[src/rtl/core/rbb_queue.sv]
// ----------------------------------------------------------------------------
// rbb_queue: two-entry job queue
// Show-ahead FIFO between the front end and the back end.
// ----------------------------------------------------------------------------
module rbb_queue #(
  parameter int DW = 8
) (
  input  logic          clk,
  input  logic          rst,
  input  logic          push,
  input  logic [DW-1:0] push_data,
  output logic          full,
  input  logic          pop,
  output logic          empty,
  output logic [DW-1:0] head
);

  logic [DW-1:0] slot [2];
  logic          wp, rp;
  logic [1:0]    count;

  assign full  = (count == 2'd2);
  assign empty = (count == 2'd0);
  assign head  = slot[rp];

  always_ff @(posedge clk) begin
    if (push) begin
      slot[wp] <= push_data;
    end
  end

  always_ff @(posedge clk) begin
    if (rst) begin
      wp    <= 1'b0;
      rp    <= 1'b0;
      count <= 2'd0;
    end else begin
      if (push) begin
        wp <= ~wp;
      end
      if (pop) begin
        rp <= ~rp;
      end
      count <= count + 2'(push) - 2'(pop);
    end
  end

endmodule

[config.mk]
export PLATFORM = sky130hd
export DESIGN_NAME = rbb_queue
export DESIGN_NICKNAME = d
export VERILOG_FILES = /design/src/rtl/core/rbb_queue.sv
export SDC_FILE = /design/constraint.sdc
export NUM_CORES = 1
export LEC_CHECK = 0
export ABC_AREA = 1
export BUFFER_PORTS_ARGS = -buffer_cell sky130_fd_sc_hd__buf_4
export CAP_MARGIN = 15
export CORE_MARGIN = 1.5
export CORE_UTILIZATION = 49
export DETAILED_ROUTE_END_ITERATION = 10
export MAX_ROUTING_LAYER = met4
export PLACE_DENSITY = 0.75
export SLEW_MARGIN = 15
export SYNTH_ARGS = -nofsm -noshare
export SYNTH_HDL_FRONTEND = slang
export SYNTH_SLANG_ARGS = --single-unit
[constraint.sdc]
create_clock -name clk -period 1.8 [get_ports clk]
set_clock_uncertainty 0.1 [all_clocks]
set_input_delay 0.27 -clock clk [delete_from_list [all_inputs] [get_ports clk]]
set_output_delay 0.27 -clock clk [all_outputs]
set_load 0.02 [all_outputs]
==> results of run 1 <==
==> synthesized netlist by cell type <==
cell type / instances
nand3_1: 1
nor3_1: 1
buf_6: 1
inv_1: 8
nor2_1: 8
mux2_4: 8
edfxtp_1: 16
a21oi_1: 1
xnor2_1: 1
dfxtp_1: 5
ha_1: 2
nand2_1: 4
==> metal layers <==
layer  GRT usage (%)  up-vias
li1                -      244
met1            14.8      226
met2            28.2       12
met3            6.12        0
met4            7.27        0
met5               -        -
==> where the power goes <==
| part | internal, µW | total (µW) | switching [µW] |
|---|---|---|---|
| clock network | 86.1 | 212 | 126 |
| registers | 556 | 569 | 13.5 |
| logic | 105 | 204 | 99.8 |
==> worst max-delay path, cell delays in order (launching register included) <==
cell and delay (ns):
dfxtp_1 0.35, buf_4 0.15, mux2_4 0.30, buf_4 0.16
==> path summary, 6_finish.rpt <==
path / cells after the start / end / start
worst max-delay path: 3 / head[7] / register
worst max register to register: 8 / count[1]$_SDFF_PP0_ / count[0]$_SDFF_PP0_
worst min register to register: 2 / wp$_SDFFE_PP0P_ / wp$_SDFFE_PP0P_
worst min-delay path: 1 / slot[1][1]$_DFFE_PP_ / push_data[1]
==> cell families (layout without fill, tap and decap cells) <==
kind of cell / Yosys count / in the layout / share of synthesized area (%)
AO/OA/AOI/OAI: 1 / 1 / 0.598
buffers and inverters: 9 / 36 / 4.94
adder cells (fa/ha/maj): 2 / 2 / 2.99
XOR/XNOR: 1 / 1 / 1.05
multiplexers: 8 / 8 / 14.4
flip-flops: 21 / 21 / 69.5
AND/OR/NAND/NOR: 14 / 14 / 6.59
==> state kept, by name, indices dropped and copies added (netlist names), named ones only <==
| name | flops |
|---|---|
| slot | 16 |
| count | 2 |
| wp | 1 |
| rp | 1 |
==> cell type report <==
type | count | area [µm²]
clock buffers | 4 | 26.3
fillers | 120 | 508
inverters | 8 | 30.0
multi-input cells | 26 | 214
flip-flops and latches | 21 | 581
well taps | 16 | 20.0
repair buffers | 24 | 180
==> through the flow <==
step | util, % | total power [µW] | setup slack, ns | std cells | hold slack (ns)
2_1_floorplan | - | 704 | 0.503 | 56 | 0.241
3_3_place_gp | 65.7 | 780 | 0.456 | 95 | 0.355
3_5_place_dp | 65.7 | 789 | 0.392 | 95 | 0.359
4_1_cts | 67.4 | 996 | 0.168 | 99 | 0.0506
5_1_grt | 67.4 | 1040 | 0.125 | 99 | 0.0304
6_report | 67.4 | 986 | 0.184 | 99 | 0.0549
==> summary.txt, run 1 <==
==================================================================================================
Estimated wirelength of the detail-placed design                                            939 µm
Biggest fanout along the worst timing path                                                       4
Clock transition time at the flip-flop clock pins of the worst setup and hold paths        0.11 ns
Via count of the first global-routing pass                                                     480
Cell accounting for the most synthesized area                                             edfxtp_1
Bufs on Longest Clock Path                                                                       2
Setup TNS                                                                                     0 ns
Gate count after technology mapping                                                             56
Total length of routed wires                                                               1.19 mm
Core area                                                                                 1560 µm²
Die height                                                                                 44.3 µm
R2r setup slk                                                                              0.41 ns
Deepest level of the CTS H-tree                                                                  1
Total Die Area                                                                            1960 µm²
Worst path required time                                                                   1.43 ns
Number of pins exceeding their max-slew limit in the final report                                0
Final std cell area, no fill                                                              1050 µm²
Post-route antenna net violation count                                                           0
Status                                                                                finished clean
Ys Warns                                                                                         0
CTS root buf                                                                              clkbuf_4
Total via count in the routed design                                                           482
Routed wire per std cell                                                                   12.0 µm
Max-Slew Margin vs Limit                                                                     76.1%
Type of element capturing the critical path                                           primary output
Power density cells                                                                     938 nW/µm²
Clock tree from TritonCTS                                                                     done
Global routing usage summed across all routing layers                                        15.9%
Die boundary width                                                                         44.3 µm
Portion of the post-synthesis area used by sequential elements                               69.5%
Worst Tran Pin Value                                                                      0.359 ns
Routed length on met1                                                                       454 µm
Met3 routed wirelength                                                                       48 µm
Count of input and output buffers                                                               21
Post-cts hold buffer count                                                                       0
CTS buffer count                                                                                 3
Highest metal layer with signal wires                                                         met3
Area of the mapped netlist                                                                 836 µm²
Leakage power summed over all cells                                                    0.000469 µW
Number of sinks handled by clock tree synthesis                                                 21
Finish-stage setup viols                                                                         0
Commonest cells after routing, fill and taps aside                                    buf_4, edfxtp_1, inv_1, mux2_4, nor2_1
Most common cell after layout, fill and taps aside                                           buf_4
First-pass iteration count of the detailed router                                                6
Fin crit period                                                                            1.62 ns
Data arrival at the endpoint of the critical path                                          1.25 ns
Worst ir drop on vdd                                                                      0.604 mV
Final Wtd Congestion                                                                         0.722
Number of antenna repair diodes                                                                  0
Max Cap Violations                                                                               0
Crit share post-route                                                                        89.8%
I/O pin count                                                                                   22
Number of storage elements in the synthesis netlist                                             21
Fraction of layout cells with a size suffix above 1                                          42.2%
Count of cells resized by post-cts repair                                                        0
Overflow left after global routing                                                               0
DR iter-0 viols                                                                                  6
Initial antenna violation count                                                                  0
Final routed DRC violation total                                                                 0
Worst Setup Path Type                                                                   reg -> out
Final net count                                                                                 98
Unique masters post-synth                                                                       12
Crit start category                                                                       register
Largest cells by area after synthesis                                                 edfxtp_1, mux2_4, dfxtp_1
Avg Synthesized Cell Area                                                                 14.9 µm²
Layout-stage area growth over the synthesis result                                           25.7%
Detailed-route vias per instance                                                              4.87
Post-CTS setup-driven buffer insertion count                                                     0
Met2 wire length                                                                            686 µm
Starting utilization of the core area                                                        53.6%
Unrepaired setup endpoints after global routing                                                 no
Global-route wire length before repair                                                     2.00 mm
Final number of hold-violating endpoints                                                         0
Area share of the largest cell type after synthesis                                          57.5%
Syn nets                                                                                        70
Row Count                                                                                       14
Highest attainable clock frequency                                                       0.619 GHz
Insertion delay of the later-clocked pin in the worst-skew pair                            0.29 ns
Placed cell areas                                                                         1020 µm²
Class of the most critical hold timing path                                              in -> reg
Maximum number of pins on one net before global-route repair                                    12
==================================================================================================
Note: power is estimated with default switching activity, not from simulation.
==> inputs of run 2 (changes only) <==
--- a/config.mk
+++ b/config.mk
@@ -13,6 +13,7 @@
 export DETAILED_ROUTE_END_ITERATION = 10
 export MAX_ROUTING_LAYER = met4
 export PLACE_DENSITY = 0.75
+export SETUP_SLACK_MARGIN = 0.4
 export SLEW_MARGIN = 15
 export SYNTH_ARGS = -nofsm -noshare
 export SYNTH_HDL_FRONTEND = slang
==> run 2 against run 1 <==
- first-iteration DRC count down 33%
- power rose by 5.9%
- setup slack improved by 0.042 ns
- critical endpoint unchanged
- cell count increased by 1.0%
- combinational power is 28% higher
- fmax increased by 2.7%
- global-route usage grew 0.27 points
- wire length rose by 9.1%
- critical path depth did not move
- count of clock-buffer cells in the layout stayed put
- sequential power up 0.7%
- flip-flop and latch count stayed put
==> summary.txt, run 2 (same netlist as run 1, synthesis figures left out) <==
==================================================================================================
Total buffers and inverters traversed by the critical path                                       2   unchanged
Worst path required time                                                                   1.43 ns   about the same
Global-route wire length before repair                                                     2.04 mm   was 2.00 mm
Count of input and output buffers                                                               21   unchanged
Setup TNS                                                                                     0 ns   unchanged
Final net count                                                                                 99   was 98
Estimated wirelength of the detail-placed design                                            939 µm   unchanged
I/O pin count                                                                                   22   unchanged
Die boundary width                                                                         44.3 µm   unchanged
Largest stage delay, worst path                                                            0.36 ns   was 0.35 ns
Row Count                                                                                       14   unchanged
Maximum number of pins on one net before global-route repair                                    12   unchanged
Crit path max-delay family                                                              flip-flops   unchanged
Deepest level of the CTS H-tree                                                                  1   unchanged
Worst ir drop on vdd                                                                      0.574 mV   was 0.604 mV
Total via count in the routed design                                                           501   was 482
Number of pins exceeding their max-slew limit in the final report                                0   unchanged
Top reg by flops                                                                              slot   unchanged
Biggest fanout along the worst timing path                                                       4   unchanged
Initial antenna violation count                                                                  0   unchanged
Global routing usage summed across all routing layers                                        16.2%   was 15.9%
CTS buffer count                                                                                 3   unchanged
Core area                                                                                 1560 µm²   unchanged
Post-route antenna net violation count                                                           0   unchanged
Unrepaired setup endpoints after global routing                                                yes   was no
Max-Slew Margin vs Limit                                                                     76.1%   about the same
Setup Slack @ Placement                                                                   0.392 ns   unchanged
Number of sinks handled by clock tree synthesis                                                 21   unchanged
Total length of routed wires                                                               1.30 mm   was 1.19 mm
DR iter-0 viols                                                                                  4   was 6
Layout-stage area growth over the synthesis result                                           37.0%   was 25.7%
Via count of the first global-routing pass                                                     487   was 480
First-pass iteration count of the detailed router                                                5   was 6
Total Die Area                                                                            1960 µm²   unchanged
Most frequent CP cell                                                                        buf_6   was buf_4
Highest attainable clock frequency                                                       0.635 GHz   was 0.619 GHz
Largest registers                                                                     slot x16, count x2   unchanged
Final worst slack                                                                         0.226 ns   was 0.184 ns
Overflow left after global routing                                                               0   unchanged
Detailed-route vias per instance                                                              5.01   was 4.87
Final routed DRC violation total                                                                 0   unchanged
Worst Setup Path Type                                                                   reg -> out   unchanged
Most common cell after layout, fill and taps aside                                        edfxtp_1   was buf_4
Commonest cells after routing, fill and taps aside                                    edfxtp_1, buf_4, buf_6, mux2_4, nor2_1   was buf_4, edfxtp_1, inv_1, mux2_4, nor2_1
Cells traversed along the worst timing path                                           buf_6 -> mux2_4 -> buf_6   was buf_4 -> mux2_4 -> buf_4
Crit-path slowest cell                                                                     dfxtp_2   was dfxtp_1
Fraction of layout cells with a size suffix above 1                                          57.1%   was 42.2%
Finish-stage setup viols                                                                         0   unchanged
Crit start category                                                                       register   unchanged
Fin crit period                                                                            1.57 ns   was 1.62 ns
Clock tree from TritonCTS                                                                     done   unchanged
Status                                                                                finished clean   unchanged
Number of flip-flops in the largest register                                                    16   unchanged
Non-filler cells in the finished layout                                                        100   was 99
Crit share post-route                                                                        87.5%   was 89.8%
Number of antenna repair diodes                                                                  0   unchanged
CTS root buf                                                                              clkbuf_4   unchanged
Insertion delay of the later-clocked pin in the worst-skew pair                            0.29 ns   about the same
Type of element capturing the critical path                                           primary output   unchanged
Leakage power summed over all cells                                                    0.000488 µW   was 0.000469 µW
Number of cells after detailed placement                                                        95   unchanged
Die height                                                                                 44.3 µm   unchanged
Data arrival at the endpoint of the critical path                                          1.20 ns   was 1.25 ns
Final number of hold-violating endpoints                                                         0   unchanged
Worst Tran Pin Value                                                                      0.358 ns   was 0.359 ns
Bufs on Longest Clock Path                                                                       2   unchanged
Max Cap Violations                                                                               0   unchanged
Power density cells                                                                     912 nW/µm²   was 938 nW/µm²
Class of the most critical hold timing path                                              in -> reg   unchanged
Final Wtd Congestion                                                                         0.722   unchanged
Clock transition time at the flip-flop clock pins of the worst setup and hold paths        0.10 ns   was 0.11 ns
Fill count                                                                                     106   was 120
Starting utilization of the core area                                                        53.6%   unchanged
Routed wire per std cell                                                                   13.0 µm   was 12.0 µm
==================================================================================================
==> run 2: cell count changes in the layout (fill, tap and decap cells not counted), sizes merged <==
cell  previous run  this run
buf             24        25
==> run 2: what timing repair did <==
item	4_1_cts	5_1_grt
hold buffers	0	0
cloned	0	0
gates resized for setup	12	13
endpoints found under the setup margin	9	10
buffers inserted	0	1
pin swaps	0	3
==> run 2: stage by stage <==
stage	hold slack, ns	cell area (µm²)	utilization [%]	power, µW
4_1_cts	0.0505	1090	70.0	1020
3_5_place_dp	0.359	1020	65.7	789
3_3_place_gp	0.355	1020	65.7	780
2_1_floorplan	0.241	836	-	704
5_1_grt	0.0304	1140	73.4	1100
6_report	0.0567	1140	73.4	1040
==> run 2: per-layer routing <==
metal	GRT usage, %	routed length, µm	vias to the layer above
met5	-	0	-
met4	7.27	0	0
met3	6.12	54	0
met2	28.5	780	14
met1	15.4	463	242
li1	-	-	245
==> run 2: cell type report <==
| class | instances | area, µm² | share of cell area [%] |
|---|---|---|---|
| flip-flops and latches | 21 | 584 | 51.0 |
| multi-input cells | 26 | 255 | 22.3 |
| repair buffers | 25 | 229 | 20.0 |
| inverters | 8 | 30.0 | 2.62 |
| clock buffers | 4 | 26.3 | 2.30 |
| well taps | 16 | 20.0 | 1.75 |
==> run 2: final timing paths <==
kind                             from              endpoint  slack, ns  depth (start not counted)
hold reg to reg       rp$_SDFFE_PP0P_              register       0.43                          2
setup / recovery             register               head[7]       0.23                          3
setup reg to reg  count[0]$_SDFF_PP0_   count[1]$_SDFF_PP0_       0.48                          9
hold / removal           push_data[1]  slot[1][1]$_DFFE_PP_       0.06                          1
==> run 2: where the power goes <==
part	total [µW]	internal, µW	leakage (µW)	switching (µW)
logic	261	139	0.000280	122
clock network	210	86.1	0.0000150	124
registers	573	558	0.000193	15.0
total	1040	783	0.000488	261
==> run 2: worst reg2reg max path, cell delays in order, from the launching register on <==
cell	delay [ns]
dfxtp_2	0.35
inv_2	0.05
ha_4	0.25
inv_2	0.04
ha_4	0.15
inv_2	0.05
nand2_2	0.05
nand3_1	0.07
nand2_1	0.05
nor2_1	0.10
