--- src/rtl/core/rbb_pkg.sv ---
// ----------------------------------------------------------------------------
// rbb_pkg: shared types and constants of the RGB box blur
// Word formats, configuration register indexes, back-end states and reset
// values used by the front end, the back end and the top level.
// ----------------------------------------------------------------------------
package rbb_pkg;

  localparam int MAX_WIDTH_DEF  = 1024;
  localparam int MAX_HEIGHT_DEF = 1024;
  localparam int MAX_KERNEL_DEF = 15;

  localparam int CFG_IDX_W  = 2;
  localparam int CFG_DATA_W = 11;
  localparam int KSIZE_W    = 4;
  localparam int DIM_W      = 11;
  localparam int PIX_W      = 24;

  localparam logic [KSIZE_W-1:0] KSIZE_RST  = 4'd3;
  localparam logic [DIM_W-1:0]   WIDTH_RST  = 11'd1024;
  localparam logic [DIM_W-1:0]   HEIGHT_RST = 11'd1024;

  typedef enum logic [CFG_IDX_W-1:0] {
    CFG_KERNEL_SIZE  = 2'd0,
    CFG_IMAGE_WIDTH  = 2'd1,
    CFG_IMAGE_HEIGHT = 2'd2
  } cfg_reg_t;

  typedef enum logic [1:0] {
    B_IDLE,
    B_READ,
    B_DIV,
    B_OUT
  } back_state_t;

  typedef struct packed {
    logic       mode;
    logic [7:0] in_red;
    logic [7:0] in_green;
    logic [7:0] in_blue;
  } rbb_in_t;

  typedef struct packed {
    logic [7:0] out_red;
    logic [7:0] out_green;
    logic [7:0] out_blue;
    logic       last_of_frame;
  } rbb_out_t;

  // window rows plus the rows still read by up to three queued or active jobs
  function automatic int ring_rows(input int max_kernel);
    ring_rows = max_kernel + 4;
  endfunction

  function automatic int job_bits(input int max_width, input int max_kernel);
    job_bits = 2 * $clog2(max_width) + $clog2(ring_rows(max_kernel)) + KSIZE_W + 1;
  endfunction

endpackage

--- src/rtl/core/rbb_front.sv ---
// ----------------------------------------------------------------------------
// rbb_front: input side of the box blur
// Holds the configuration, tracks input and output positions, writes pixels
// to the line store and queues one window job per output that becomes ready.
// ----------------------------------------------------------------------------
module rbb_front #(
  parameter int MAX_WIDTH  = rbb_pkg::MAX_WIDTH_DEF,
  parameter int MAX_HEIGHT = rbb_pkg::MAX_HEIGHT_DEF,
  parameter int MAX_KERNEL = rbb_pkg::MAX_KERNEL_DEF,
  parameter int JOB_W      = rbb_pkg::job_bits(MAX_WIDTH, MAX_KERNEL)
) (
  input  logic                           clk,
  input  logic                           rst,
  input  logic                           cfg_we,
  input  logic [rbb_pkg::CFG_IDX_W-1:0]  cfg_index,
  input  logic [rbb_pkg::CFG_DATA_W-1:0] cfg_data,
  input  logic                           in_valid,
  output logic                           in_stall,
  input  rbb_pkg::rbb_in_t               in_item,
  input  logic                           q_full,
  output logic                           q_push,
  output logic [JOB_W-1:0]               q_data,
  output logic                           wr_en,
  output logic [$clog2(rbb_pkg::ring_rows(MAX_KERNEL))-1:0] wr_ring,
  output logic [$clog2(MAX_WIDTH)-1:0]   wr_col,
  output logic [rbb_pkg::PIX_W-1:0]      wr_pix
);

  localparam int XW   = $clog2(MAX_WIDTH);
  localparam int WW   = $clog2(MAX_WIDTH + 1);
  localparam int YW   = $clog2(MAX_HEIGHT);
  localparam int HW   = $clog2(MAX_HEIGHT + 1);
  localparam int RING = rbb_pkg::ring_rows(MAX_KERNEL);
  localparam int RW   = $clog2(RING);
  localparam int KW   = rbb_pkg::KSIZE_W;

  typedef struct packed {
    logic [XW-1:0] x0;
    logic [XW-1:0] x1;
    logic [RW-1:0] ring0;
    logic [KW-1:0] nrow;
    logic          last;
  } job_t;

  logic [KW-1:0]               ksize;
  logic [rbb_pkg::DIM_W-1:0]   image_width;
  logic [rbb_pkg::DIM_W-1:0]   image_height;

  logic [XW-1:0] in_col;
  logic [HW-1:0] in_row;
  logic [RW-1:0] in_ring;
  logic [XW-1:0] out_col;
  logic [YW-1:0] out_row;
  logic [RW-1:0] out_ring;

  logic [WW-1:0] w_eff;
  logic [HW-1:0] h_eff;
  logic [KW-1:0] k_eff, hi, lo;
  logic          take, pix;
  logic [XW-1:0] col_u;
  logic [HW-1:0] row_u;
  logic [RW-1:0] ring_u;
  logic [YW:0]   row_sum;
  logic [XW:0]   col_sum;
  logic [YW-1:0] lastr, y0, h_m1;
  logic [XW-1:0] lastc, x0, w_m1;
  logic [KW-1:0] dy;
  logic [RW:0]   ring0_w;
  logic          ready, last;
  job_t          job;

  always_comb begin
    if (image_width == '0) begin
      w_eff = WW'(1);
    end else if (32'(image_width) > MAX_WIDTH) begin
      w_eff = WW'(MAX_WIDTH);
    end else begin
      w_eff = WW'(image_width);
    end
    if (image_height == '0) begin
      h_eff = HW'(1);
    end else if (32'(image_height) > MAX_HEIGHT) begin
      h_eff = HW'(MAX_HEIGHT);
    end else begin
      h_eff = HW'(image_height);
    end
    if (ksize == '0) begin
      k_eff = KW'(1);
    end else if (32'(ksize) > MAX_KERNEL) begin
      k_eff = KW'(MAX_KERNEL);
    end else begin
      k_eff = ksize;
    end
    hi = k_eff >> 1;
    lo = (k_eff - KW'(1)) >> 1;
    w_m1 = XW'(w_eff - WW'(1));
    h_m1 = YW'(h_eff - HW'(1));
  end

  assign in_stall = q_full;
  assign take     = in_valid && !in_stall;
  assign pix      = take && !in_item.mode && (in_row < h_eff);

  assign wr_en   = pix;
  assign wr_ring = in_ring;
  assign wr_col  = in_col;
  assign wr_pix  = {in_item.in_blue, in_item.in_green, in_item.in_red};

  always_comb begin
    col_u  = in_col;
    row_u  = in_row;
    ring_u = in_ring;
    if (pix) begin
      if (WW'(in_col) + WW'(1) >= w_eff) begin
        col_u  = '0;
        row_u  = in_row + HW'(1);
        ring_u = (32'(in_ring) == RING - 1) ? '0 : in_ring + RW'(1);
      end else begin
        col_u = in_col + XW'(1);
      end
    end

    row_sum = {1'b0, out_row} + (YW + 1)'(hi);
    col_sum = {1'b0, out_col} + (XW + 1)'(hi);
    lastr   = (row_sum > {1'b0, h_m1}) ? h_m1 : row_sum[YW-1:0];
    lastc   = (col_sum > {1'b0, w_m1}) ? w_m1 : col_sum[XW-1:0];
    ready   = take && ((row_u > HW'(lastr)) || (row_u == HW'(lastr) && col_u > lastc));

    y0 = (out_row >= YW'(lo)) ? out_row - YW'(lo) : '0;
    x0 = (out_col >= XW'(lo)) ? out_col - XW'(lo) : '0;
    dy = KW'(out_row - y0);
    if ((RW + 1)'(out_ring) >= (RW + 1)'(dy)) begin
      ring0_w = (RW + 1)'(out_ring) - (RW + 1)'(dy);
    end else begin
      ring0_w = (RW + 1)'(out_ring) + (RW + 1)'(RING) - (RW + 1)'(dy);
    end
    last = (out_col == w_m1) && (out_row == h_m1);

    job.x0    = x0;
    job.x1    = lastc;
    job.ring0 = ring0_w[RW-1:0];
    job.nrow  = KW'(lastr - y0);
    job.last  = last;
  end

  assign q_push = ready;
  assign q_data = job;

  always_ff @(posedge clk) begin
    if (rst) begin
      ksize        <= rbb_pkg::KSIZE_RST;
      image_width  <= rbb_pkg::WIDTH_RST;
      image_height <= rbb_pkg::HEIGHT_RST;
      in_col       <= '0;
      in_row       <= '0;
      in_ring      <= '0;
      out_col      <= '0;
      out_row      <= '0;
      out_ring     <= '0;
    end else if (cfg_we) begin
      unique case (cfg_index)
        rbb_pkg::CFG_KERNEL_SIZE:  ksize        <= cfg_data[KW-1:0];
        rbb_pkg::CFG_IMAGE_WIDTH:  image_width  <= cfg_data;
        rbb_pkg::CFG_IMAGE_HEIGHT: image_height <= cfg_data;
        default: ;
      endcase
      if (cfg_index == rbb_pkg::CFG_KERNEL_SIZE || cfg_index == rbb_pkg::CFG_IMAGE_WIDTH ||
          cfg_index == rbb_pkg::CFG_IMAGE_HEIGHT) begin
        in_col   <= '0;
        in_row   <= '0;
        in_ring  <= '0;
        out_col  <= '0;
        out_row  <= '0;
        out_ring <= '0;
      end
    end else if (take) begin
      if (ready && last) begin
        in_col   <= '0;
        in_row   <= '0;
        in_ring  <= '0;
        out_col  <= '0;
        out_row  <= '0;
        out_ring <= '0;
      end else begin
        in_col  <= col_u;
        in_row  <= row_u;
        in_ring <= ring_u;
        if (ready) begin
          if (out_col == w_m1) begin
            out_col  <= '0;
            out_row  <= out_row + YW'(1);
            out_ring <= (32'(out_ring) == RING - 1) ? '0 : out_ring + RW'(1);
          end else begin
            out_col <= out_col + XW'(1);
          end
        end
      end
    end
  end

endmodule

--- config.mk ---
export PLATFORM = sky130hd
export DESIGN_NAME = rbb_front
export DESIGN_NICKNAME = d
export VERILOG_FILES = /design/src/rtl/core/rbb_pkg.sv /design/src/rtl/core/rbb_front.sv
export SDC_FILE = /design/constraint.sdc
export NUM_CORES = 1
export LEC_CHECK = 0
export BUFFER_PORTS_ARGS = -buffer_cell sky130_fd_sc_hd__buf_2
export CAP_MARGIN = 20
export CORE_ASPECT_RATIO = 1.5
export CORE_UTILIZATION = 45
export DETAILED_ROUTE_END_ITERATION = 16
export REMOVE_ABC_BUFFERS = 1
export SLEW_MARGIN = 20
export SYNTH_ARGS = -nofsm -noshare
export SYNTH_HDL_FRONTEND = slang
export SYNTH_SLANG_ARGS = --single-unit
--- constraint.sdc ---
create_clock -name clk -period 8.1 [get_ports clk]
set_input_delay 0.405 -clock clk [delete_from_list [all_inputs] [get_ports clk]]
set_output_delay 0.405 -clock clk [all_outputs]
set_load 0.01 [all_outputs]
==> metrics.md, run 1 <==
| Metric | Value |
|---|---|
| Power Density | 129 nW/um2 |
| Critical Path Max Stage Delay | 0.85 ns |
| Seq cells post-synth | 77 |
| Met2 wire len | 12500 um |
| H-tree lvl count | 3 |
| Max cap viols | 0 |
| Router iterations before antenna repair | 5 |
| Iteration-0 DRC Markers | 380 |
| Vias in the first global route | 7593 |
| Met1 WL | 10500 um |
| Async S/R FF share, synth | 0% |
| Post-Synthesis Mean Instance Area | 7.68 um2 |
| Max-slew violations | 0 |
| Required time worst endpoint | 8.35 ns |
| Commonest cells in the synthesized netlist | nand2_1 (110), ha_1 (96), dfxtp_1 (77), nor2_1 (77), inv_1 (73) |
| Worst-path clk slew | 0.07 ns |
| Setup bufs post-CTS | 0 |
| CP delay by family, top | compound AO/OA/AOI/OAI gates |
| Mapped cell area | 8290 um2 |
| Critical-path top delay cell | o22ai_1 |
| Final Cycle Share | 89.6% |
| Unrepaired setup endpoints after global routing | false |
| Largest net degree at the start of global routing | 48 |
| Antenna-violating nets left | 0 |
| CTS sink count | 77 |
| Initial antenna violation count | 0 |
| First-pass GRT wire length | 40000 um |
| Flop pwr share | 34.3% |
| Routed wire length on met3 | 968 um |
| Fin. Hold Viols | 0 |
| Layout cells sized above 1 | 11.8% |
| Uppermost layer routed | met4 |
| Buf/Inv on CP | 1 |
| FF/Latch Area | 1540 um2 |
| CTS root buf | clkbuf_16 |
| Internal cell power | 764 uW |
| Synth top area cells | dfxtp_1 (19%), ha_1 (14%), nand2_1 (5.0%), xnor2_1 (4.5%), a21oi_1 (3.9%) |
| Switching power | 382 uW |
| Cell taking the most area after synthesis | dfxtp_1 |
| Post-synth top area share | 18.6% |
| DP Cell Count | 1295 |
| Reg2reg end | out_ring[2] |
| Clock power share | 37.4% |
| Final Non-Filler Cells | 1311 |
| Vias per cell | 6.02 |
| Total inserted antenna cells | 0 |
| DRC violations left | 0 |
| Seq/Total Area, Yosys | 18.6% |
| Synth-to-layout area growth | 7.14% |
| Port Buffer Count | 66 |
| Final WL | 24900 um |
| FF-to-FF setup slack | 0.85 ns |
| Crit path capture type | flip-flop |
| Kind of critical path | flip-flop to flip-flop |
| Max clock buf depth | 2 |
| Die area | 19000 um2 |
| Die Y | 168 um |
| Layout Nets | 1237 |
| Total congestion overflow | 0 |
| Post-CTS Hold Buffers | 0 |
| Post-synth EDFFs | 0 |
| Worst setup margin | 0.846 ns |
| Most common cell in the netlist | nand2_1 |
| Synth unique cells | 77 |
| Core area | 18000 um2 |
| Peak fanout along the critical path | 14 |
| Ys Warns | 0 |
| CP arrival | 7.51 ns |
| Hold_ws | 0.318 ns |
| Worst slew pin tran | 1.04 ns |
| Startpoint Class | flip-flop |
| Worst reg2reg path depth | 26 |
| Pleak | 4.10 nW |
| Site Rows | 60 |
| Final min period | 7.25 ns |
| Final setup TNS | 0 ns |
| Initial core utilization | 46.0% |
| Chip Width | 113 um |
| Total track usage | 26.8% |
| Status | complete, no violations |
| DP HPWL | 19900 um |
| Net Sw Frac | 33.3% |
| Total CTS buffers | 9 |
| Hold Path End | image_width[5] |
| Skew final | 0.0123 ns |
| GPL Wtd Cong | 0.965 |
| Skew-Pair Late Insertion Delay | 0.35 ns |
| Total power | 1.15 mW |
| CTS tree | yes |
| Worst Hold Launch | cfg_data[5] |
| Setup-failing EPs final | 0 |
| WL/cell | 19.0 um |
| FF-to-FF Start | image_width[8] |
| Max Fclk | 138 MHz |
| Fillers | 1813 |
| Comb power frac | 28.3% |
| Slew headroom | 30.7% |
| Cts repair resizes | 0 |
| Multi-input gate area | 6050 um2 |
| Maximum vdd ir drop | 96.2 uV |
| Post-synth top flop | dfxtp_1 |
| Mapped Cells | 1079 |
| Place WS | 0.888 ns |
| Vias | 7896 |
| Worst Hold Class | input port to flip-flop |
| I/O pin total | 115 |
| Worst Hold Path Cells | 3 |
==> cells by family (layout without fill, tap and decap cells) <==
group | after synthesis | in the layout | share of synthesized area (%)
adder cells (fa/ha/maj) | 107 | 107 | 16.9
buffers and inverters | 155 | 170 | 8.44
flip-flops | 77 | 77 | 18.6
AND/OR/NAND/NOR | 380 | 380 | 23.1
multiplexers | 41 | 41 | 5.18
AO/OA/AOI/OAI | 255 | 255 | 20.7
XOR/XNOR | 64 | 64 | 7.10
==> worst max-delay path by stage <==
stage                   to           start  cells after the start  slack (ns)
5_1_grt         out_row[5]  image_width[8]                     27        0.22
4_1_cts        out_ring[2]  image_width[8]                     26        0.88
3_5_place_dp    out_row[2]  image_width[8]                     26        0.89
6_report       out_ring[2]  image_width[8]                     26        0.85
3_3_place_gp    out_row[5]  image_width[8]                     26        0.99
2_1_floorplan   wr_ring[4]  image_width[8]                     27        1.34
==> per-layer routing <==
metal | up-vias | GRT usage [%]
met5 | - | 0.267
met4 | 0 | 12.7
met3 | 53 | 3.78
met2 | 207 | 47.6
met1 | 3744 | 31.5
li1 | 3892 | -
==> area by class of cell <==
class,instances,share of cell area (%)
Tap cell,217,3.06
Clock buffer,9,2.54
Sequential cell,77,17.4
Clock inverter,7,0.902
Timing Repair Buffer,81,4.96
Multi-Input combinational cell,847,68.1
Inverter,73,3.09
==> cell usage in the layout (no fill, tap or decap), drive strengths merged, types with 4 or more instances in the layout <==
cell     instances
a211o            5
a211oi          13
a21o            23
a21oi           67
a22o            16
a31oi           10
a41oi            5
and3            16
and4             4
buf             81
clkbuf           9
dfxtp           77
fa               9
ha              96
inv             77
mux2            15
mux2i           26
nand2          110
nand2b          17
nand3           40
nand4           13
nand4b           5
nor2            77
nor2b           14
nor3            25
nor4            10
o2111ai          4
o21a             9
o21ai           48
o22ai            5
o31ai           18
or2              7
or3             20
or4             10
xnor2           43
xor2            19
==> sequential cells by signal, summed over array words and instances (netlist names) <==
register and cells:
in_row 11, out_ring 5, out_row 10, wr_col 10
image_height 11, out_col 10, wr_ring 5, image_width 11
ksize 4
==> power groups by stage <==
stage / Clock [mW] / Combinational [mW] / Sequential, mW
final: 0.429 / 0.324 / 0.393
after global routing: 0.450 / 0.363 / 0.393
after CTS: 0.436 / 0.326 / 0.392
after detailed placement: 0 / 0.324 / 0.401
after global placement: 0 / 0.321 / 0.401
after floorplan: 0 / 0.223 / 0.398
==> tightest hold or removal path, cell delays in order <==
cell and delay (ns):
buf_2 0.09, mux2i_1 0.06, nor2_1 0.07
==> stage by stage <==
stage                     utilization (%)  area (um2)
after CTS                            49.3        8880
after global routing                 49.3        8880
after detailed placement             47.6        8570
final                                49.3        8880
after floorplan                         -        7860
after global placement               47.6        8570
Power figures use the tool's default switching activity.
==> run 2, diff against run 1 <==
Settings changed: BUFFER_PORTS_ARGS -buffer_cell sky130_fd_sc_hd__buf_2 to unset, CELL_PAD_IN_SITES_DETAIL_PLACEMENT set to 2, CELL_PAD_IN_SITES_GLOBAL_PLACEMENT set to 2, CORE_UTILIZATION 45 to 38, DONT_BUFFER_PORTS set to 1, PLACE_DENSITY set to 0.88.
==> metrics.md, run 2 (same netlist as run 1, synthesis figures left out) <==
| Metric | Value |
|---|---|
| DP HPWL | 25400 um |
| Required time worst endpoint | 8.38 ns |
| Pleak | 3.76 nW |
| Antenna-violating nets left | 0 |
| Final setup TNS | 0 ns |
| CP dominant cell by count | ha_1 |
| Kind of critical path | flip-flop to flip-flop |
| Critical-path top delay cell | or4_1 |
| DP Area | 8270 um2 |
| Max clock buf depth | 2 |
| Hold_ws | 0.108 ns |
| Total track usage | 33.2% |
| Worst-path clk slew | 0.07 ns |
| CP arrival | 7.94 ns |
| Peak fanout along the critical path | 17 |
| Largest net degree at the start of global routing | 48 |
| Post-CTS Hold Buffers | 0 |
| Router iterations before antenna repair | 5 |
| Total power | 1.14 mW |
| Slew headroom | 25.5% |
| Chip Width | 123 um |
| Iteration-0 DRC Markers | 343 |
| Commonest non-fill, non-tap cell in the layout | nand2_1 |
| Core area | 21200 um2 |
| Die Y | 183 um |
| Power Density | 133 nW/um2 |
| Worst Hold Class | input port to flip-flop |
| CTS root buf | clkbuf_16 |
| Max Fclk | 130 MHz |
| Setup bufs post-CTS | 0 |
| GPL Wtd Cong | 0.876 |
| WL/cell | 27.8 um |
| Buf/Inv on CP | 3 |
| Fin area | 8580 um2 |
| DP Cell Count | 1274 |
| Crit path capture type | flip-flop |
| Layout cells sized above 1 | 5.87% |
| Vias | 8457 |
| Final Cycle Share | 94.6% |
| Vias in the first global route | 9443 |
| Maximum vdd ir drop | 108 uV |
| Total congestion overflow | 0 |
| Setup-failing EPs final | 0 |
| Synth-to-layout area growth | 3.52% |
| Site Rows | 65 |
| Critical Path Max Stage Delay | 0.59 ns |
| First-pass GRT wire length | 56100 um |
| Worst setup margin | 0.434 ns |
| Final Non-Filler Cells | 1290 |
| I/O pin total | 115 |
| Die area | 22400 um2 |
| Final min period | 7.67 ns |
| Highest-count cells in the layout ignoring fill and taps | nand2_1 (110), ha_1 (96), dfxtp_1 (77) |
| Fin. Hold Viols | 0 |
| Skew-Pair Late Insertion Delay | 0.37 ns |
| Fin util | 40.4% |
| Initial antenna violation count | 0 |
| Skew final | 0.0108 ns |
| CTS tree | yes |
| Final WL | 35900 um |
| Status | complete, no violations |
| H-tree lvl count | 3 |
| Total CTS buffers | 9 |
| Worst slew pin tran | 1.11 ns |
| Layout Nets | 1165 |
| Place WS | 0.989 ns |
| Max cap viols | 0 |
| Max-slew violations | 0 |
| Initial core utilization | 39.0% |
| Port Buffer Count | 0 |
| Total inserted antenna cells | 0 |
| CP delay by family, top | simple AND/OR/NAND/NOR gates |
| Unrepaired setup endpoints after global routing | false |
| Largest regs | image_height x11, image_width x11, in_row x11 |
| DRC violations left | 0 |
| Startpoint Class | flip-flop |
| Vias per cell | 6.56 |
| CTS sink count | 77 |
==> run 2: worst paths after layout <==
kind	endpoint	depth (start not counted)	slack, ns	startpoint
worst min register to register	in_row[10]	2	0.53	in_row[10]
worst min-delay path	image_width[6]	1	0.11	rst
worst max register to register	out_row[6]	28	0.43	image_width[8]
worst max-delay path	out_row[6]	28	0.43	image_width[8]
==> run 2: area by class of cell <==
cell class                 instances  area, um2
fill                            2368      12600
multi-input combinational        847       6060
sequential                        77       1540
tap                              268        335
inverter                          73        274
clock buffer                       9        225
clock inverter                     7       73.8
timing repair buffer               9       67.6
==> run 2: repair_timing <==
item,in CTS,in global routing
setup endpoints to repair,0,1
gates resized for setup,0,1
hold endpoints to repair,0,0
==> run 2: where the power goes <==
part | internal, mW | switching, mW
Clock | 0.241 | 0.199
Combinational | 0.110 | 0.201
Sequential | 0.383 | 0.0107
Total | 0.734 | 0.411
==> run 2: worst reg2reg max path, delay by kind of cell, from the launching register on <==
kind / cells / cell delay [ns]
buf+inv: 3 / 0.67
simple gates: 9 / 2.98
flops: 1 / 0.39
mux: 1 / 0.39
fa+ha+maj: 5 / 1.48
compound gates: 10 / 1.66
==> run 2: per-layer routing <==
metal | vias up | GRT usage (%) | part of all wire, % | routed length [um]
met2 | 302 | 58.5 | 52 | 18500
met4 | 0 | 22.8 | 6.8 | 2420
met5 | - | 0 | 0 | 0
met1 | 4275 | 34.6 | 37 | 13200
li1 | 3723 | - | - | -
met3 | 157 | 7.18 | 4.7 | 1700
==> run 3, diff against run 2 <==
Settings changed: ABC_AREA set to 1, CAP_MARGIN 20 to 10, CORE_MARGIN set to 4, CORE_UTILIZATION 38 to 36, PLACE_DENSITY 0.88 to 0.9.
==> metrics.md, run 3 <==
| Metric | Value |
|---|---|
| Initial antenna violation count | 1 |
| GPL Wtd Cong | 0.889 |
| Max Fclk | 138 MHz |
| Post-CTS Hold Buffers | 0 |
| Ys Warns | 0 |
| Commonest cells in the synthesized netlist | nand2_1 (296), inv_1 (168), nand3_1 (152) |
| Fin. Hold Viols | 0 |
| CP dominant cell by count | nand2_1 |
| Required time worst endpoint | 8.34 ns |
| CTS sink count | 77 |
| Maximum vdd ir drop | 83.9 uV |
| Mapped cell area | 9060 um2 |
| Cts repair resizes | 0 |
| Mux contribution to synthesized area | 0.124% |
| Site Rows | 70 |
| Final min period | 7.24 ns |
| Highest-count cells in the layout ignoring fill and taps | nand2_1 (296), inv_1 (168), nand3_1 (152) |
| H-tree lvl count | 3 |
| Post-Synthesis Mean Instance Area | 6.40 um2 |
| Startpoint Class | flip-flop |
| I/O pin total | 115 |
| Antenna-violating nets left | 0 |
| CP arrival | 7.48 ns |
| Fin area | 9400 um2 |
| DP HPWL | 32300 um |
| Slew headroom | 46.6% |
| CTS tree | yes |
| Max cap viols | 0 |
| Unrepaired setup endpoints after global routing | false |
| Async S/R FF share, synth | 0% |
| Fillers | 3037 |
| Worst Hold Class | input port to flip-flop |
| Fin util | 38.2% |
| Synth top area cells | dfxtp_1 (17%), ha_1 (13%), nand2_1 (12%), nand3_1 (8.4%), inv_1 (7.0%) |
| Router iterations before antenna repair | 4 |
| Die Y | 202 um |
| Most common cell in the netlist | nand2_1 |
| Initial core utilization | 36.8% |
| Commonest non-fill, non-tap cell in the layout | nand2_1 |
| Multi-input gate area | 6420 um2 |
| Post-synth EDFFs | 0 |
| Total track usage | 29.1% |
| Post-synth top area share | 17.0% |
| Largest family of logic cells by synthesized area | simple AND/OR/NAND/NOR gates |
| Total CTS buffers | 9 |
| Layout cells sized above 1 | 6.77% |
| Seq/Total Area, Yosys | 17.0% |
| Total power | 1.54 mW |
| Worst slew pin tran | 0.794 ns |
| Worst-path clk slew | 0.07 ns |
| Setup bufs post-CTS | 0 |
| Core area | 24600 um2 |
| DRC violations left | 0 |
| Vias | 9831 |
| Skew-Pair Late Insertion Delay | 0.37 ns |
| Total inserted antenna cells | 0 |
| Crit path capture type | flip-flop |
| Chip Width | 138 um |
| Post-Synth Simple-Gate Area | 35.8% |
| Synth-to-layout area growth | 3.77% |
| Seq cells post-synth | 77 |
| Pleak | 4.51 nW |
| Hold_ws | 0.0929 ns |
| Max-slew violations | 0 |
| Largest regs | image_height x11, image_width x11, in_row x11 |
| Final WL | 40200 um |
| DP Area | 9110 um2 |
| Synth Area in Adders | 15.2% |
| Power Density | 164 nW/um2 |
| Compound-Gate Fraction of Synth Area | 13.2% |
| Cell taking the most area after synthesis | dfxtp_1 |
| Synth unique cells | 54 |
| Post-synth top flop | dfxtp_1 |
| Critical Path Max Stage Delay | 0.44 ns |
| Critical-path top delay cell | o21bai_4 |
| Kind of critical path | flip-flop to flip-flop |
| Vias per cell | 5.79 |
| First-pass GRT wire length | 62800 um |
| Skew final | 0.0135 ns |
| CTS root buf | clkbuf_16 |
| Setup-failing EPs final | 0 |
| Final Cycle Share | 89.4% |
| WL/cell | 23.7 um |
| FF/Latch Area | 1540 um2 |
| Die area | 27800 um2 |
| Post-synthesis xor/xnor area fraction | 6.45% |
| Max clock buf depth | 2 |
| Layout Nets | 1516 |
| Total congestion overflow | 0 |
| Vias in the first global route | 11400 |
| Peak fanout along the critical path | 28 |
| Port Buffer Count | 0 |
| Final setup TNS | 0 ns |
| Mapped Cells | 1415 |
| Largest net degree at the start of global routing | 39 |
| Iteration-0 DRC Markers | 394 |
| Status | complete, no violations |
==> run 3: changes by cell type after synthesis, sizes merged, moves of 36 or more <==
| cell | previous run | this run |
|---|---|---|
| inv | 73 | 180 |
| nand2 | 110 | 311 |
| nand3 | 40 | 161 |
| nor2 | 77 | 158 |
| xnor2 | 43 | 7 |
| xor2 | 19 | 58 |
==> run 3: final timing paths <==
path / start / to / slack [ns] / cells after the start
max: image_height[2] / out_row[9] / 0.86 / 40
max reg2reg: image_height[2] / out_row[9] / 0.86 / 40
min reg2reg: image_width[9] / image_width[9] / 0.51 / 2
min: rst / wr_col[0] / 0.09 / 1
==> run 3: metrics by stage <==
stage                     std cells  setup WS, ns
after floorplan                1353          2.66
after global placement         1681          1.78
after detailed placement       1681          1.04
after CTS                      1697         0.923
after global routing           1697         0.254
final                          1697         0.862
==> run 3: cell type report <==
class,instances,area share (%)
timing repair buffer,4,0.319
clock buffer,12,2.62
multi-input combinational,1088,68.3
sequential,77,16.4
clock inverter,4,0.506
inverter,188,7.53
tap,324,4.31
==> run 3: worst max-delay path, delay by kind of cell, from the launching register on <==
family	cells	cell delay, ns
flip-flops	1	0.42
AND/OR/NAND/NOR	24	3.70
AO/OA/AOI/OAI	7	1.23
adder cells (fa/ha/maj)	3	0.96
buffers and inverters	6	0.77
==> run 3: layer usage <==
layer,GRT usage (%),up-vias,wire (um)
li1,-,4528,-
met4,19.2,2,2830
met3,6.40,161,1800
met5,0,-,13
met2,53.8,266,21300
met1,28.2,4874,14200
==> run 3: cell families after synthesis <==
kind of cell / after synthesis
flip-flops: 77
AND/OR/NAND/NOR: 710
AO/OA/AOI/OAI: 207
XOR/XNOR: 65
adder cells (fa/ha/maj): 105
buffers and inverters: 250
multiplexers: 1
==> run 3: power by group <==
group / total [mW] / internal (mW) / switching (mW)
combinational: 0.681 / 0.216 / 0.465
sequential: 0.427 / 0.394 / 0.0332
clock: 0.436 / 0.247 / 0.189
total: 1.54 / 0.856 / 0.687
